[src/rtl/depth_pixel_backprojection_macros.svh]
// Assertion macros used by the depth pixel back-projection top level.
`ifndef DEPTH_PIXEL_BACKPROJECTION_MACROS_SVH
`define DEPTH_PIXEL_BACKPROJECTION_MACROS_SVH
`ifndef NO_ASSERTIONS
// Same-cycle implication, disabled while reset is asserted.
`define DPB_ASSERT_IMPL(label, clk, rst_n, ante, cons, msg) \
	label: assert property (@(posedge clk) disable iff (!rst_n) (ante) |-> (cons)) \
		else $error(msg);
// Next-cycle implication, disabled while reset is asserted.
`define DPB_ASSERT_NEXT(label, clk, rst_n, ante, cons, msg) \
	label: assert property (@(posedge clk) disable iff (!rst_n) (ante) |=> (cons)) \
		else $error(msg);
`else
`define DPB_ASSERT_IMPL(label, clk, rst_n, ante, cons, msg)
`define DPB_ASSERT_NEXT(label, clk, rst_n, ante, cons, msg)
`endif
`endif

[src/rtl/dpb_pkg.sv]
// Shared types and constants of the depth pixel back-projection pipeline.
package dpb_pkg;

	// Pipeline shape: four stages of back-projection, seven of transform and scaling
	localparam int LAT_STAGES = 4;
	localparam int NUM_STAGES = 11;

	// Signed camera coordinate, units of 2^-16 mm
	localparam int CAM_W = 45;

	// One enable bit per pipeline stage
	typedef logic [NUM_STAGES-1:0] stage_en_t;

	// Configuration register indexes
	localparam logic [2:0] REG_INV_FOCAL   = 3'd0;
	localparam logic [2:0] REG_PRINCIPAL   = 3'd1;
	localparam logic [2:0] REG_TRANSFORM_X = 3'd2;
	localparam logic [2:0] REG_TRANSFORM_Y = 3'd3;
	localparam logic [2:0] REG_TRANSFORM_Z = 3'd4;

	// Register reset values: identity rotation in Q2.13, no translation
	localparam logic [63:0] INV_FOCAL_RST   = 64'h0;
	localparam logic [31:0] PRINCIPAL_RST   = 32'h0;
	localparam logic [63:0] TRANSFORM_X_RST = 64'h2000_0000_0000_0000;
	localparam logic [63:0] TRANSFORM_Y_RST = 64'h0000_2000_0000_0000;
	localparam logic [63:0] TRANSFORM_Z_RST = 64'h0000_0000_2000_0000;

	// Millimetre to micrometre scale
	localparam logic [9:0] MM_TO_UM = 10'd1000;

endpackage

[src/rtl/dpb_lateral.sv]
// Back-projection of one lateral axis: (16*coord - center) * depth * inv_focal.
module dpb_lateral import dpb_pkg::*; (
	input  logic                    clk,
	input  stage_en_t               stage_en,
	input  logic [11:0]             coord,
	input  logic [15:0]             center,
	input  logic [15:0]             depth,
	input  logic [31:0]             inv_focal,
	output logic signed [CAM_W-1:0] cam
);

	logic signed [16:0] diff;
	logic [16:0]        diff_abs;
	logic [64:0]        rounded;

	logic        neg_s1;
	logic [15:0] off_s1;
	logic [15:0] depth_s1;
	logic        neg_s2;
	logic [31:0] mag_s2;
	logic        neg_s3;
	logic [63:0] prod_s3;
	logic signed [CAM_W-1:0] cam_s4;

	// Signed offset from the principal point in Q.4 pixels
	assign diff     = signed'({1'b0, coord, 4'b0000}) - signed'({1'b0, center});
	assign diff_abs = diff[16] ? (17'd0 - 17'(diff)) : 17'(diff);
	assign rounded  = 65'(prod_s3) + 65'(64'd1 << 19);

	always_ff @(posedge clk) begin
		// Stage 1: split offset into sign and magnitude
		if (stage_en[0]) begin
			neg_s1   <= diff[16];
			off_s1   <= diff_abs[15:0];
			depth_s1 <= depth;
		end
		// Stage 2: scale by depth
		if (stage_en[1]) begin
			neg_s2 <= neg_s1;
			mag_s2 <= 32'(off_s1) * 32'(depth_s1);
		end
		// Stage 3: scale by reciprocal focal length
		if (stage_en[2]) begin
			neg_s3  <= neg_s2;
			prod_s3 <= 64'(mag_s2) * 64'(inv_focal);
		end
		// Stage 4: round the magnitude half up, then restore the sign
		if (stage_en[3]) begin
			cam_s4 <= neg_s3 ? -signed'(CAM_W'(rounded[63:20]))
			                 : signed'(CAM_W'(rounded[63:20]));
		end
	end

	assign cam = cam_s4;

endmodule

[config.mk]
export PLATFORM = sky130hd
export DESIGN_NAME = dpb_lateral
export DESIGN_NICKNAME = d
export VERILOG_FILES = /design/src/rtl/depth_pixel_backprojection_macros.svh /design/src/rtl/dpb_pkg.sv /design/src/rtl/dpb_lateral.sv
export SDC_FILE = /design/constraint.sdc
export NUM_CORES = 2
export LEC_CHECK = 0
export BUFFER_PORTS_ARGS = -buffer_cell sky130_fd_sc_hd__buf_2
export CORE_UTILIZATION = 51
export DETAILED_ROUTE_END_ITERATION = 7
export HOLD_SLACK_MARGIN = 0.15
export PLACE_DENSITY_LB_ADDON = 0.3
export SYNTH_ARGS = -nofsm -noshare
export SYNTH_HDL_FRONTEND = slang
export SYNTH_SLANG_ARGS = --single-unit
[constraint.sdc]
create_clock -name clk -period 9.25 [get_ports clk]
set_input_delay 0 -clock clk [delete_from_list [all_inputs] [get_ports clk]]
set_output_delay 0 -clock clk [all_outputs]
set_load 0.005 [all_outputs]
==> flow_metrics.tcl <==
set metrics [dict create \
    clock_sinks 157 \
    max_freq_ghz 0.119 \
    grt_pass1_wl_um 193000 \
    fp-row-count 112 \
    synthAdderAreaFrac 0.546 \
    routed-via-count 34000 \
    outcome "finished, final reports clean" \
    slew_viol_final 0 \
    worstMarginPinSlew_ns 0.998 \
    fillers 8476 \
    numCtsBuffers 17 \
    crit_path_end_kind "flip-flop" \
    drcViolationCount 0 \
    core_area_um2 93900 \
    yosysUniqueCellTypes 83 \
    clock-root-buffer "clkbuf_16" \
    grtUsageMet1 0.335 \
    wl_per_cell_um 18.3 \
    layout_commonest_cell "inv_1" \
    synth_enable_flop_cells 157 \
    cp_data_arrival_time_ns 8.65 \
    syn_avg_cell_area_um2 9.46 \
    crit_fanout 18 \
    fin_util 0.544 \
    wirelength_um 117000 \
    nNetsFinal 6656 \
    synth_area_um2 48600 \
    timing.final.crit_share 0.908 \
    rr_worst_depth 24 \
    yosys.area_share.simple 0.172 \
    startpoint_type "flip-flop" \
    die_y_um 311 \
    cts.reportedPaths.clkPinSlew_ns 0.08 \
    io_pins 133 \
    grt_pass1_vias 36700 \
    diodes 0 \
    gr-total-overflow 0 \
    finalHoldViolations 0 \
    synth_warnings 0 \
    timing.critical_path.from "mag_s2[9]$_DFFE_PP_" \
    areaGrowthSynthToFinish_pct 5.08 \
    holdWs_ns 0.178 \
    rr_startpoint "mag_s2[9]$_DFFE_PP_" \
    crit_path_end "prod_s3[61]$_DFFE_PP_" \
    finClkSkew_ns 0.0215 \
    setup_viol 0 \
    die-area_um2 96500 \
    drv_cap 0 \
    yosysSeqAreaShare 0.0970 \
    crit_required_ns 9.51 \
    setup_ws_ns 0.854 \
    grt_setup_unrepaired "no" \
    grt_use_met3 0.0441 \
    tritoncts "done" \
    hp-class "in2reg" \
    top_usage_layer "met2" \
    grt_start_max_net_pins 47 \
    synth_flop_cell "edfxtp_1" \
    r2r-end "prod_s3[61]$_DFFE_PP_" \
    drive_above_1_share 0.0471 \
    start_util 0.518 \
    cts_htree_levels 4 \
    die_w_um 311 \
    setup_tns_ns 0 \
    drt_iter0_drc 2184 \
    ff_latch_area_um2 4710 \
    multi_input_area_um2 38700 \
    postRouteAntennaNets 0 \
    synth_nets 6691 \
    cts_setup_buffers 0 \
    synthCells 5135 \
    firstDrtPassIters 6 \
    synthMuxAreaShare 0.00106 \
    synth_top_family_by_area "adder cells" \
    async_reset_ff_frac 0 \
    synth_compound_area_frac 0.0410 \
    worstHoldStart "coord[4]" \
    period_needed_ns 8.40 \
    antenna_found_initial 1 \
    r2r_setup_slack_ns 0.85 \
    port_buffers 125 \
    ctsLongestPathBuffers 2 \
    dp_slack_ns 0.856 \
    crit_type "reg2reg" \
    dp_hpwl_um 94000 \
    grt_usage 0.251 \
    synth_xor_area_frac 0.0364 \
    clock_latency_ns 0.51 \
    vias_per_cell 5.34 \
    slew_headroom 0.335 \
    use_met2 0.432 \
    place_congestion 0.895 \
    ys_ff_latch 157 \
    layout_common_cells "inv_1, fa_1, nand2_1, and2_1, ha_1" \
]
-- Yosys cell counts, types with 3 or more instances --
cell	number	area, um^2
o31ai_1	12	90.1
o2111ai_1	3	26.3
a31oi_1	18	113
nand2b_1	13	81.3
nor2b_1	10	62.6
o221ai_1	3	26.3
nand2_1	716	2690
and2_1	648	4050
a211oi_1	6	45.0
o22a_1	3	26.3
and4_1	9	78.8
buf_4	3	22.5
buf_2	6	30.0
o211ai_1	7	52.6
o21ai_1	12	60.1
or2_2	10	62.6
buf_1	5	18.8
and3_1	26	163
xnor2_1	137	1200
or3_1	11	68.8
mux2i_1	4	40.0
a2bb2oi_1	3	26.3
nor3_1	19	95.1
edfxtp_1	157	4710
a221oi_1	3	26.3
fa_1	1089	21800
a21boi_0	3	22.5
nor4_1	9	56.3
nor2_1	54	203
a21oi_1	83	415
inv_1	1114	4180
nand3_1	46	230
clkbuf_1	241	905
o21ai_0	53	265
a21o_1	50	375
o21bai_1	13	97.6
ha_1	379	4740
nand4_1	29	181
o21a_1	11	82.6
or2_1	3	18.8
xor2_1	62	543
-- flip-flops by register name, indices dropped and copies added (netlist names) --
signal,cells
cam,45
prod_s3,45
mag_s2,32
depth_s1,16
off_s1,16
neg_s1,1
neg_s2,1
neg_s3,1
-- final cells by class --
type | instances | area share
clock buffers | 17 | 0.00833
clock inverters | 15 | 0.00370
inverters | 1115 | 0.0820
multi-input cells | 3606 | 0.758
flip-flops and latches | 157 | 0.0923
well taps | 1254 | 0.0307
repair buffers | 203 | 0.0251
-- critical path, stage by stage (launching register included) --
cell and delay (ns):
edfxtp_1 0.84, buf_4 0.42, nand2_1 0.13, fa_1 0.53
fa_1 0.54, inv_1 0.05, fa_1 0.51, inv_1 0.06
fa_1 0.53, inv_1 0.05, fa_1 0.45, fa_1 0.41
fa_1 0.54, fa_1 0.41, ha_1 0.40, a21o_1 0.21
a21o_1 0.16, a21oi_1 0.16, nand2_1 0.09, a211oi_1 0.39
o2111ai_1 0.24, a31oi_1 0.45, o211ai_1 0.25, a21oi_1 0.22
xnor2_1 0.09
-- through the flow --
| step | std cells | instance area (um^2) |
|---|---|---|
| after floorplan | 5135 | 48600 |
| after global placement | 6306 | 50200 |
| after detailed placement | 6306 | 50200 |
| after CTS | 6367 | 51100 |
| after global routing | 6367 | 51100 |
| final | 6367 | 51100 |
-- timing repair --
| action | 4_1_cts | 5_1_grt |
|---|---|---|
| gates resized for setup | 0 | 0 |
| hold buffers | 29 | 0 |
| hold endpoints to repair | 91 | 0 |
-- kinds of logic after synthesis --
| logic type | Yosys count |
|---|---|
| AO/OA/AOI/OAI | 306 |
| XOR/XNOR | 200 |
| multiplexers | 5 |
| AND/OR/NAND/NOR | 1627 |
| buffers and inverters | 1372 |
| adder cells (fa/ha/maj) | 1468 |
| flip-flops | 157 |
-- worst min path at each step --
stage | cells past startpoint | slack, ns | end
after floorplan | 0 | 0.1 | depth_s1[0]$_DFFE_PP_
after global routing | 2 | 0.18 | depth_s1[6]$_DFFE_PP_
final | 4 | 0.18 | off_s1[8]$_DFFE_PP_
after detailed placement | 1 | 0.18 | depth_s1[10]$_DFFE_PP_
after global placement | 1 | 0.18 | depth_s1[11]$_DFFE_PP_
after CTS | 4 | 0.15 | off_s1[8]$_DFFE_PP_
-- routing by layer --
layer	share of wire	vias to the layer above
met3	0.073	132
li1	-	15200
met5	0.000077	-
met4	0.014	2
met1	0.42	17500
met2	0.49	1188
Power is not shown: default switching activity piles up to over one toggle a cycle in this logic, so the estimate is an artifact.
